File: config.mk
export PLATFORM = sky130hd
export DESIGN_NAME = bitplane_palette_shifter_unit
export DESIGN_NICKNAME = d
export VERILOG_FILES = /design/src/rtl/bpps_pkg.sv /design/src/rtl/bpps_regs.sv /design/src/rtl/bpps_emit.sv /design/src/rtl/bitplane_palette_shifter_unit.sv
export SDC_FILE = /design/constraint.sdc
export NUM_CORES = 1
export LEC_CHECK = 0
export BUFFER_PORTS_ARGS = -buffer_cell sky130_fd_sc_hd__clkbuf_2
export CORE_MARGIN = 1
export CORE_UTILIZATION = 23
export CTS_CLUSTER_DIAMETER = 120
export DETAILED_ROUTE_END_ITERATION = 16
export SLEW_MARGIN = 20
export SYNTH_ARGS = -nofsm -noshare
export SYNTH_HDL_FRONTEND = slang
export SYNTH_SLANG_ARGS = --single-unit
export TNS_END_PERCENT = 5
File: constraint.sdc
create_clock -name i_clk -period 5.35 [get_ports i_clk]
set_input_delay 0.535 -clock i_clk [delete_from_list [all_inputs] [get_ports i_clk]]
set_output_delay 0.535 -clock i_clk [all_outputs]
set_load 0.03 [all_outputs]
File: src/rtl/bpps_pkg.sv
// shared types, register map, color table and pixel helpers for the bitplane shifter
`timescale 1ns / 1ps
package bpps_pkg;

    localparam int PALETTE_SIZE     = 16;
    localparam int PIXELS_PER_CHUNK = 16;
    localparam int IDX_W            = $clog2(PALETTE_SIZE);
    localparam int CNT_W            = $clog2(PIXELS_PER_CHUNK);
    localparam int NUM_PLANES       = 4;
    localparam int PLANE_W          = 16;

    // item actions
    localparam logic [1:0] ACT_WRITE = 2'd0;
    localparam logic [1:0] ACT_READ  = 2'd1;
    localparam logic [1:0] ACT_CHUNK = 2'd2;

    // resolution codes
    localparam logic [1:0] RES_LOW  = 2'd0;
    localparam logic [1:0] RES_MED  = 2'd1;
    localparam logic [1:0] RES_HIGH = 2'd2;
    localparam logic [1:0] RES_OFF  = 2'd3;

    // register byte offsets
    localparam logic [7:0] OFF_BASE_HIGH = 8'h01;
    localparam logic [7:0] OFF_BASE_MID  = 8'h03;
    localparam logic [7:0] OFF_SYNC      = 8'h0A;
    localparam logic [7:0] OFF_BASE_LOW  = 8'h0D;
    localparam logic [7:0] OFF_RES       = 8'h60;
    localparam logic [7:0] OFF_PAL_LO    = 8'h40;
    localparam logic [7:0] OFF_PAL_HI    = 8'h5F;

    localparam logic [7:0] BASE_HIGH_RESET = 8'hF8;

    typedef logic [15:0] t_color;

    typedef struct packed {
        logic [1:0]             action;
        logic [7:0]             offset;
        logic [7:0]             write_data;
        logic [NUM_PLANES-1:0][PLANE_W-1:0] planes;
    } t_item;

    typedef struct packed {
        logic [1:0]  resolution;
        logic        enabled;
        logic [23:0] video_base;
    } t_shift_state;

    function automatic t_color reset_color(input logic [IDX_W-1:0] idx);
        t_color c;
        case (idx)
            4'd0:    c = 16'h0FFF;
            4'd1:    c = 16'h0F00;
            4'd2:    c = 16'h00F0;
            4'd3:    c = 16'h0FF0;
            4'd4:    c = 16'h000F;
            4'd5:    c = 16'h0F0F;
            4'd6:    c = 16'h00FF;
            4'd7:    c = 16'h0555;
            4'd8:    c = 16'h0333;
            4'd9:    c = 16'h0F33;
            4'd10:   c = 16'h03F3;
            4'd11:   c = 16'h0FF3;
            4'd12:   c = 16'h033F;
            4'd13:   c = 16'h0F3F;
            4'd14:   c = 16'h03FF;
            default: c = 16'h0000;
        endcase
        return c;
    endfunction

    // abc -> abcabcab
    function automatic logic [7:0] widen3(input logic [2:0] c);
        return {c, c, c[2:1]};
    endfunction

    function automatic logic [IDX_W-1:0] plane_index(input logic [1:0] res,
                                                     input logic [NUM_PLANES-1:0] bits);
        logic [IDX_W-1:0] idx;
        case (res)
            RES_LOW:  idx = bits;
            RES_MED:  idx = {2'b00, bits[1:0]};
            default:  idx = {3'b000, bits[0]};
        endcase
        return idx;
    endfunction

    function automatic logic [2:0] horiz_rep(input logic [1:0] res);
        return (res == RES_LOW) ? 3'd4 : 3'd2;
    endfunction

    function automatic logic [1:0] vert_rep(input logic [1:0] res);
        return (res == RES_HIGH) ? 2'd1 : 2'd3;
    endfunction

endpackage

File: src/rtl/bpps_regs.sv
// register file: base bytes, sync, resolution and the color table with byte access
`timescale 1ns / 1ps
module bpps_regs (
    input  logic                       i_clk,
    input  logic                       i_rst_n,
    input  logic                       i_wr_en,
    input  logic [7:0]                 i_offset,
    input  logic [7:0]                 i_write_data,
    input  logic                       i_pix_sel,
    input  logic [bpps_pkg::IDX_W-1:0] i_pix_idx,
    output logic [7:0]                 o_read_byte,
    output bpps_pkg::t_color           o_color,
    output bpps_pkg::t_shift_state     o_state
);
    import bpps_pkg::*;

    logic [7:0]  r_base_high;
    logic [7:0]  r_base_mid;
    logic [7:0]  r_base_low;
    logic [7:0]  r_sync;
    logic [1:0]  r_res;
    logic        r_enabled;
    t_color      r_pal [PALETTE_SIZE];

    logic             pal_hit;
    logic [IDX_W-1:0] pal_wr_idx;
    logic [IDX_W-1:0] rd_idx;

    assign pal_hit    = i_offset inside {[OFF_PAL_LO:OFF_PAL_HI]};
    assign pal_wr_idx = i_offset[IDX_W:1];
    assign rd_idx     = i_pix_sel ? i_pix_idx : pal_wr_idx;
    assign o_color    = r_pal[rd_idx];

    always_ff @(posedge i_clk) begin
        if (!i_rst_n) begin
            r_base_high <= BASE_HIGH_RESET;
            r_base_mid  <= '0;
            r_base_low  <= '0;
            r_sync      <= '0;
            r_res       <= RES_LOW;
            r_enabled   <= 1'b0;
            for (int i = 0; i < PALETTE_SIZE; i++) begin
                r_pal[i] <= reset_color(IDX_W'(i));
            end
        end else if (i_wr_en) begin
            case (i_offset)
                OFF_BASE_HIGH: r_base_high <= i_write_data;
                OFF_BASE_MID:  r_base_mid  <= i_write_data;
                OFF_SYNC:      r_sync      <= i_write_data;
                OFF_BASE_LOW:  r_base_low  <= i_write_data;
                OFF_RES: begin
                    r_res     <= i_write_data[1:0];
                    r_enabled <= 1'b1;
                end
                default: begin
                    if (pal_hit) begin
                        if (i_offset[0]) begin
                            r_pal[pal_wr_idx][7:0] <= i_write_data;
                        end else begin
                            r_pal[pal_wr_idx][15:8] <= i_write_data;
                        end
                    end
                end
            endcase
        end
    end

    always_comb begin
        case (i_offset)
            OFF_BASE_HIGH: o_read_byte = r_base_high;
            OFF_BASE_MID:  o_read_byte = r_base_mid;
            OFF_SYNC:      o_read_byte = r_sync;
            OFF_BASE_LOW:  o_read_byte = r_base_low;
            OFF_RES:       o_read_byte = {6'b000000, r_res};
            default: begin
                if (pal_hit) begin
                    o_read_byte = i_offset[0] ? o_color[7:0] : o_color[15:8];
                end else begin
                    o_read_byte = '0;
                end
            end
        endcase
    end

    assign o_state.resolution = r_res;
    assign o_state.enabled    = r_enabled;
    assign o_state.video_base = {r_base_high, r_base_mid, r_base_low};

endmodule

File: src/rtl/bpps_emit.sv
// pixel emitter: plane shift registers, pixel counter and the result register
`timescale 1ns / 1ps
module bpps_emit (
    input  logic                       i_clk,
    input  logic                       i_rst_n,
    input  logic                       i_item_valid,
    input  bpps_pkg::t_item            i_item,
    input  logic                       i_ready,
    input  bpps_pkg::t_shift_state     i_state,
    input  bpps_pkg::t_color           i_color,
    input  logic [7:0]                 i_read_byte,
    output logic                       o_item_take,
    output logic                       o_wr_en,
    output logic                       o_pix_sel,
    output logic [bpps_pkg::IDX_W-1:0] o_pix_idx,
    output logic                       o_valid,
    output logic                       o_kind,
    output logic [7:0]                 o_read_data,
    output logic [3:0]                 o_color_index,
    output logic [7:0]                 o_red,
    output logic [7:0]                 o_green,
    output logic [7:0]                 o_blue,
    output logic [2:0]                 o_horiz_repeat,
    output logic [1:0]                 o_vert_repeat,
    output logic [23:0]                o_video_base,
    output logic                       o_last
);
    import bpps_pkg::*;

    logic                                r_busy;
    logic [CNT_W-1:0]                    r_cnt;
    logic [NUM_PLANES-1:0][PLANE_W-1:0]  r_planes;
    logic                                r_valid;

    logic                                out_free;
    logic                                start_chunk;
    logic                                is_read;
    logic                                emit_pix;
    logic [NUM_PLANES-1:0]               pix_bits;
    logic [CNT_W-1:0]                    cur_cnt;
    logic [NUM_PLANES-1:0][PLANE_W-1:0]  cur_planes;

    assign out_free    = !r_valid || i_ready;
    assign o_item_take = out_free && !r_busy && i_item_valid;
    assign o_wr_en     = o_item_take && (i_item.action == ACT_WRITE);
    assign is_read     = o_item_take && (i_item.action == ACT_READ);
    assign start_chunk = o_item_take && (i_item.action == ACT_CHUNK)
                         && i_state.enabled && (i_state.resolution != RES_OFF);
    assign emit_pix    = out_free && (r_busy || start_chunk);

    // first pixel of a chunk comes straight from the incoming word
    assign cur_planes = r_busy ? r_planes : i_item.planes;
    assign cur_cnt    = r_busy ? r_cnt : '0;

    always_comb begin
        for (int p = 0; p < NUM_PLANES; p++) begin
            pix_bits[p] = cur_planes[p][PLANE_W-1];
        end
    end

    assign o_pix_idx = plane_index(i_state.resolution, pix_bits);
    assign o_pix_sel = r_busy || (i_item.action != ACT_READ);

    always_ff @(posedge i_clk) begin
        if (!i_rst_n) begin
            r_busy  <= 1'b0;
            r_cnt   <= '0;
            r_valid <= 1'b0;
        end else if (out_free) begin
            r_valid <= emit_pix || is_read;
            if (emit_pix) begin
                r_cnt <= cur_cnt + 1'b1;
                r_busy <= (cur_cnt != CNT_W'(PIXELS_PER_CHUNK - 1));
            end
        end
    end

    always_ff @(posedge i_clk) begin
        if (emit_pix) begin
            for (int p = 0; p < NUM_PLANES; p++) begin
                r_planes[p] <= {cur_planes[p][PLANE_W-2:0], 1'b0};
            end
        end
    end

    always_ff @(posedge i_clk) begin
        if (out_free) begin
            o_kind       <= emit_pix;
            o_video_base <= i_state.video_base;
            if (emit_pix) begin
                o_read_data    <= '0;
                o_color_index  <= o_pix_idx;
                o_red          <= widen3(i_color[10:8]);
                o_green        <= widen3(i_color[6:4]);
                o_blue         <= widen3(i_color[2:0]);
                o_horiz_repeat <= horiz_rep(i_state.resolution);
                o_vert_repeat  <= vert_rep(i_state.resolution);
                o_last         <= (cur_cnt == CNT_W'(PIXELS_PER_CHUNK - 1));
            end else begin
                o_read_data    <= i_read_byte;
                o_color_index  <= '0;
                o_red          <= '0;
                o_green        <= '0;
                o_blue         <= '0;
                o_horiz_repeat <= '0;
                o_vert_repeat  <= '0;
                o_last         <= 1'b1;
            end
        end
    end

    assign o_valid = r_valid;

endmodule

File: src/rtl/bitplane_palette_shifter_unit.sv
// top level of the bitplane shifter: input word register, register file and pixel emitter
`timescale 1ns / 1ps
// Takes one word per handshake: a register byte write, a register byte read or a
// 16-pixel bitplane chunk. A write gives no result, a read gives one result,
// registered in the cycle after it leaves the input register, and a chunk gives 16
// pixel results, leftmost first, one per cycle while i_ready is high; the pixel counter
// in the emitter counts those 16 pixels. A chunk taken before the resolution register is
// written, or with resolution off, gives no result. One word waits in the input
// register while the emitter is busy, and the result register lets the next result be
// built as soon as the current one is taken. Register changes take effect in word order,
// so a chunk always sees the palette, resolution and base as left by the words before it.
module bitplane_palette_shifter_unit (
    input  logic        i_clk,
    input  logic        i_rst_n,
    input  logic        i_valid,
    output logic        o_ready,
    input  logic [1:0]  i_action,
    input  logic [7:0]  i_offset,
    input  logic [7:0]  i_write_data,
    input  logic [15:0] i_plane_zero,
    input  logic [15:0] i_plane_one,
    input  logic [15:0] i_plane_two,
    input  logic [15:0] i_plane_three,
    output logic        o_valid,
    input  logic        i_ready,
    output logic        o_kind,
    output logic [7:0]  o_read_data,
    output logic [3:0]  o_color_index,
    output logic [7:0]  o_red,
    output logic [7:0]  o_green,
    output logic [7:0]  o_blue,
    output logic [2:0]  o_horiz_repeat,
    output logic [1:0]  o_vert_repeat,
    output logic [23:0] o_video_base,
    output logic        o_last
);
    import bpps_pkg::*;

    logic          r_item_valid;
    t_item         r_item;
    logic          item_take;
    logic          wr_en;
    logic          pix_sel;
    logic [IDX_W-1:0] pix_idx;
    logic [7:0]    read_byte;
    t_color        color;
    t_shift_state  state;

    assign o_ready = !r_item_valid || item_take;

    always_ff @(posedge i_clk) begin
        if (!i_rst_n) begin
            r_item_valid <= 1'b0;
        end else if (i_valid && o_ready) begin
            r_item_valid <= 1'b1;
        end else if (item_take) begin
            r_item_valid <= 1'b0;
        end
    end

    always_ff @(posedge i_clk) begin
        if (i_valid && o_ready) begin
            r_item.action     <= i_action;
            r_item.offset     <= i_offset;
            r_item.write_data <= i_write_data;
            r_item.planes     <= {i_plane_three, i_plane_two, i_plane_one, i_plane_zero};
        end
    end

    bpps_regs u_regs (
        .i_clk        (i_clk),
        .i_rst_n      (i_rst_n),
        .i_wr_en      (wr_en),
        .i_offset     (r_item.offset),
        .i_write_data (r_item.write_data),
        .i_pix_sel    (pix_sel),
        .i_pix_idx    (pix_idx),
        .o_read_byte  (read_byte),
        .o_color      (color),
        .o_state      (state)
    );

    bpps_emit u_emit (
        .i_clk          (i_clk),
        .i_rst_n        (i_rst_n),
        .i_item_valid   (r_item_valid),
        .i_item         (r_item),
        .i_ready        (i_ready),
        .i_state        (state),
        .i_color        (color),
        .i_read_byte    (read_byte),
        .o_item_take    (item_take),
        .o_wr_en        (wr_en),
        .o_pix_sel      (pix_sel),
        .o_pix_idx      (pix_idx),
        .o_valid        (o_valid),
        .o_kind         (o_kind),
        .o_read_data    (o_read_data),
        .o_color_index  (o_color_index),
        .o_red          (o_red),
        .o_green        (o_green),
        .o_blue         (o_blue),
        .o_horiz_repeat (o_horiz_repeat),
        .o_vert_repeat  (o_vert_repeat),
        .o_video_base   (o_video_base),
        .o_last         (o_last)
    );

endmodule

# Word-level counts from Yosys, hierarchy flattened
# Memory sizes are Yosys's and may differ from the RTL's.
# Index checks and enable logic that the tools add are counted.
[totals] output_inout_bits=69 input_bits=86 reg_bits=251 ramBits=256 memories=1 wordCells=124
[mem_list] name="u_regs.r_pal" depth=16 word_bits=16 rd=1 rd_clocked_by_memory_dff=0 wr=16 line="bpps_regs.sv:23" source="t_color r_pal [PALETTE_SIZE];"
[op_classes] n_addsub=1 n_reduce_logical=29 eq_ne=13 muxes=43 magnitude_cmp=2
[ops] op="$mux 16" count=17
[ops] op="$mux 64" count=1
[ops] op="$pmux 8 s5" count=1
[ops] op="$eq 8x4->1 const B" count=2
[ops] op="$mux 8" count=2
[ops] op="$reduce_or 16->1" count=1
[ops] op="$mux 1" count=15
[ops] op="$mux 4" count=3
[ops] op="$reduce_and 2->1" count=6
[ops] op="$logic_and 1x1->1" count=10
[ops] op="$eq 8x1->1 const B" count=1
[ops] op="$eq 8x2->1 const B" count=1
[ops] op="$eq 8x7->1 const B" count=1
[ops] op="$ge 8x7->1 const B" count=1
[ops] op="$le 8x7->1 const B" count=1
[ops] op="$pmux 4 s2" count=1
[ops] op="$logic_or 1x1->1" count=5
[ops] op="$reduce_or 5->1" count=1
[ops] op="$add 4x1->4 const B" count=1
[ops] op="$eq 2x1->1 const B" count=2
[ops] op="$eq 2x2->1 const B" count=2
[ops] op="$eq 4x4->1 const B" count=1
[ops] op="$logic_not 2->1" count=2
[ops] op="$mux 2" count=2
[ops] op="6 further kinds" count=8

# Depth between registers and ports, before layout
[logic_depth] depth_word=10 mapped_depth=12 depth_no_buf=8

# Cells and area by module
# A second synthesis with hierarchy kept.
[hier_totals] cells_unflattened=1717 area_unflattened_um2=21426.8
[by_module_without_submodules] module="bpps_regs" n_inst=1 cells_each=1354 area_per_inst_um2=14126.0 seq_area_each_um2=8388.0
[by_module_without_submodules] module="bpps_emit" n_inst=1 cells_each=276 area_per_inst_um2=4780.8 seq_area_each_um2=3453.3
[by_module_without_submodules] module="bitplane_palette_shifter_unit" n_inst=1 cells_each=87 area_per_inst_um2=2519.9 seq_area_each_um2=2482.4

# Worst setup path before layout
# Ideal clock, no wire load.
[synth_path] path_kind="flip-flop to flip-flop" from="register u_emit.r_valid (netlist: u_emit.o_valid)" to="register u_emit.o_kind, data pin" t_arrival_ns=4.204 path_buffers=1 path_stages_with_launch=6 required_time_ns=4.779 period_less_slack_ns=4.776 setup_slack_ns=0.574 setup_time_ns=0.571 path_cell_list="dfxtp_1 -> nor2b_1 -> inv_1 -> o21ai_0 -> clkinv_1 -> clkbuf_1"
[synth_via] elab_chain_cells=9
[synth_rtl] element="start, declared" line="bpps_emit.sv:33" source="logic r_valid;"
[synth_rtl] element="start signal, assigned" line="bpps_emit.sv:70" source="r_valid <= emit_pix || is_read;"
[synth_rtl] element="$logic_not 1->1 *" line="bpps_emit.sv:43" source="assign out_free = !r_valid || i_ready;"
[synth_rtl] element="$logic_or 1x1->1 *" line="bpps_emit.sv:43"
[synth_rtl] element="named net u_emit.out_free" line="bpps_emit.sv:35" source="logic out_free;"
[synth_rtl] element="$logic_and 1x1->1 (2 in series)" line="bpps_emit.sv:44" source="assign o_item_take = out_free && !r_busy && i_item_valid;"
[synth_rtl] element="$logic_and 1x1->1" line="bpps_emit.sv:47" source="assign start_chunk = o_item_take && (i_item.action == ACT_CHUNK)"
[synth_rtl] element="$logic_and 1x1->1 (2 in series)" line="bpps_emit.sv:48" source="&& i_state.enabled && (i_state.resolution != RES_OFF);"
[synth_rtl] element="$logic_or 1x1->1" line="bpps_emit.sv:49" source="assign emit_pix = out_free && (r_busy || start_chunk);"
[synth_rtl] element="$logic_and 1x1->1 *" line="bpps_emit.sv:49"
[synth_rtl] element="named net u_emit.emit_pix" line="bpps_emit.sv:38" source="logic emit_pix;"
[synth_rtl] element="end signal, assigned" line="bpps_emit.sv:88" source="o_kind <= emit_pix;"
[synth_rtl] element="end, declared" line="bpps_emit.sv:17" source="output logic o_kind,"
# The timed path passes the listed nets; every way through them passes the cells marked *.
# A chain may end at the register's enable or synchronous reset.

==> metrics.md <==
| Metric | Value |
|---|---|
| Status | complete, no violations |
| CTS max path bufs | 3 |
| Worst slew margin | 29.31% |
| Commonest cells after routing, fill and taps aside | 449 x edfxtp_1, 296 x nand2_1, 153 x clkbuf_2 |
| Vias per cell | around 4.8 |
| Mapped Cells | 1643 |
| Final #Nets | 1845 |
| DR vias | 14170 |
| Crit start category | register |
| Unrepaired setup endpoints after global routing | no |
| R2R depth | 9 |
| Initial Utilization | 23.30% |
| Hold_buf cts | 0 |
| Syn avg cell area | 12.80 µm² |
| Most common cell on crit path | nand2_1 |
| CTS root buffer | clkbuf_16 |
| CP max FO | 15 |
| TritonCTS clock tree | yes |
| Clock sinks | 491 |
| Post-synthesis async set-or-reset flop share | 0% |
| Crit. End Element | register |
| Sequential fraction of the synthesis area | 68.10% |
| GRT Total Usage | between 10% and 20% |
| WS Path Type | reg -> reg |
| Die Wd | 304.4 µm |
| Initial DRT Pass Iterations | 6 |
| Total die area | slightly above 90000 µm² |
| Io pins | 155 |
| Gr ovfl total | 0 |
| Placed instance area | approximately 23000 µm² |
| Routability cong. | 0.9489 |
| Site row count | 110 |
| Hpwl dp | between 40000 and 50000 µm |
| Core Util, Final | between 20% and 30% |
| CTS clk-pin slew, worst paths | roughly 0.060 ns |
| Slew @ Worst Pin | 1.049 ns |
| Post-layout instance area | 24680 µm² |
| Largest net degree at the start of global routing | 83 |
| Post-synth EDFFs | roughly 450 |
| Mapped Area | roughly 21000 µm² |
| CTS Buf Count | 51 |
| Tcrit/Tclk final | between 80% and 90% |
| Worst-Skew Late Latency | 0.60 ns |
| Yosys cell types | 63 |
| Core Region | 90290 µm² |
| Post-Route WL | 60930 µm |
| Initial antenna violation count | 3 |
| Number of global-route vias before repair | around 14000 |
| Yosys top cell area share | 64.10% |
| Post-synth top area cell | edfxtp_1 |
| Final Hold Violating Endpoints | 0 |
| Worst hold-check path type | in -> reg |
| Post-DRT Antenna Nets | 0 |
| First-pass GRT wire length | 89960 µm |
| Crit-path slowest cell | edfxtp_1 |
| Top FF cell, synth | edfxtp_1 |
| Crit-path cells | nor2_1 > nand2_1 > buf_4 > nor4_4 > nor3_2 > nand4_1 > nor2_1 > nand2_1 > nand2_1 |
| WL/cell | between 20 and 25 µm |
| Final Setup Violations | 0 |
| Post-CTS Setup Bufs | 0 |
| LEAKAGE | 8.404 nW |
| FF-to-FF setup slack | 0.83 ns |
| Max VDD drop | 311.0 µV |
| Layout cells sized above 1 | 20.44% |
| IO Port Bufs | about 150 |
| Area Growth Syn to Fin | 17.36% |
| Hold WS | 0.1087 ns |
| Final Total Pwr | ~8.5 mW |
| Die Y | 304.4 µm |
| CP arrival | 4.79 ns |
| Commonest non-fill, non-tap cell in the layout | edfxtp_1 |
| Antenna cells | 0 |
| Htree depth | 2 |
| Synth area leaders | edfxtp_1 64%, nand2_1 5.3%, dfxtp_1 4.0% |
| Syn nets | 1730 |
| Min-Delay Path Depth | 1 |
| Max-slew violations | 0 |
| Setup_tns | 0 ns |
| Clock skew | approximately 0.02 ns |
| Req. time, crit path | 5.61 ns |
| Maximum clock rate | 221.0 MHz |
| # Max-Cap Violations | 0 |
| Synth warn | 0 |
| PD cells | between 300 and 400 nW/µm² |
| PostCTS Resize Cnt | 0 |
| DRT iter0 DRCs | approximately 1500 |
| Synth Register Bits | 491 |
| Post-layout minimum cycle time | around 4.5 ns |
| DR DRC count | 0 |
| Slowest stage delay, CP | 0.83 ns |
-- sequential cells by signal, indices dropped and copies added, names as in the netlist, 8 cells and up --
name                 cells
u_regs.r_base_high       8
u_regs.r_base_mid        8
u_regs.r_base_low        8
u_emit.o_read_data       8
u_emit.r_planes         60
u_regs.r_sync            8
r_item                  82
u_emit.o_video_base     24
u_regs.r_pal           256
-- logic make-up (layout without fill, tap and decap cells) --
logic type	after synthesis	after routing	synth area share [%]
buffers and inverters	146	303	3.331
other	1	1	0.01783
DFF	491	491	68.10
AOI/OAI and AO/OA	154	154	5.182
and+or+nand+nor	741	741	17.79
muxes	109	109	5.521
adders and majority gates	1	1	0.05948
-- worst max-delay path, delay by kind of cell, from the launching register on --
| kind | cells | cell delay [ns] |
|---|---|---|
| buffers and inverters | 1 | 0.23 |
| DFF | 1 | 0.83 |
| and+or+nand+nor | 8 | 3.10 |
-- path summary, 6_finish.rpt --
path,start,end
setup / recovery,r_item[74],u_regs.r_pal[9][6]
hold / removal,i_plane_two[2],r_item[34]
setup reg to reg,r_item[74],u_regs.r_pal[9][6]
hold reg to reg,u_regs.r_enabled,u_regs.r_enabled
-- layer usage --
layer | track usage [%] | vias to the layer above | wire length, µm
met3 | 2.577 | 164 | 5296
met4 | 5.309 | 6 | 2603
met5 | 0 | - | 35
met1 | 16.25 | 6993 | 24470
met2 | 20.90 | 734 | 28520
li1 | - | 6271 | -
-- cells in the mapped netlist, drive strengths merged, types with 7 or more instances --
master,count
or2,17
a311oi,7
or3,32
nand2b,44
a32oi,25
inv,15
a31oi,8
nand4,15
clkbuf,67
o21ai,15
nand3,76
a21oi,43
and2,81
dfxtp,42
nor3,42
a22oi,19
nor2b,10
edfxtp,449
nor2,67
nor4,33
and4,8
buf,63
and3,15
mux2i,53
nand2,296
mux2,56
-- per-stage QoR --
stage / setup slack [ns] / instances
2_1_floorplan: 0.5744 / 1643
3_3_place_gp: 1.046 / 2880
3_5_place_dp: 0.8655 / 2880
4_1_cts: 0.8581 / 2975
5_1_grt: 0.5388 / 2976
6_report: 0.8256 / 2976
-- report_power, final --
| part | total (mW) | switching (mW) | internal [mW] |
|---|---|---|---|
| clock | 3.61 | 1.51 | 2.10 |
| sequential | 4.31 | 0.0487 | 4.26 |
| combinational | 0.579 | 0.421 | 0.158 |
-- area by class of cell --
cell class	instances	area, µm²
clock inverter	32	355.3
clock buffer	63	1321
fill	9225	65600
inverter	16	61.31
timing repair buffer	192	1091
sequential	491	14330
multi-input combinational	1006	6057
tap	1176	1471
(Power assumes the default switching activity.)
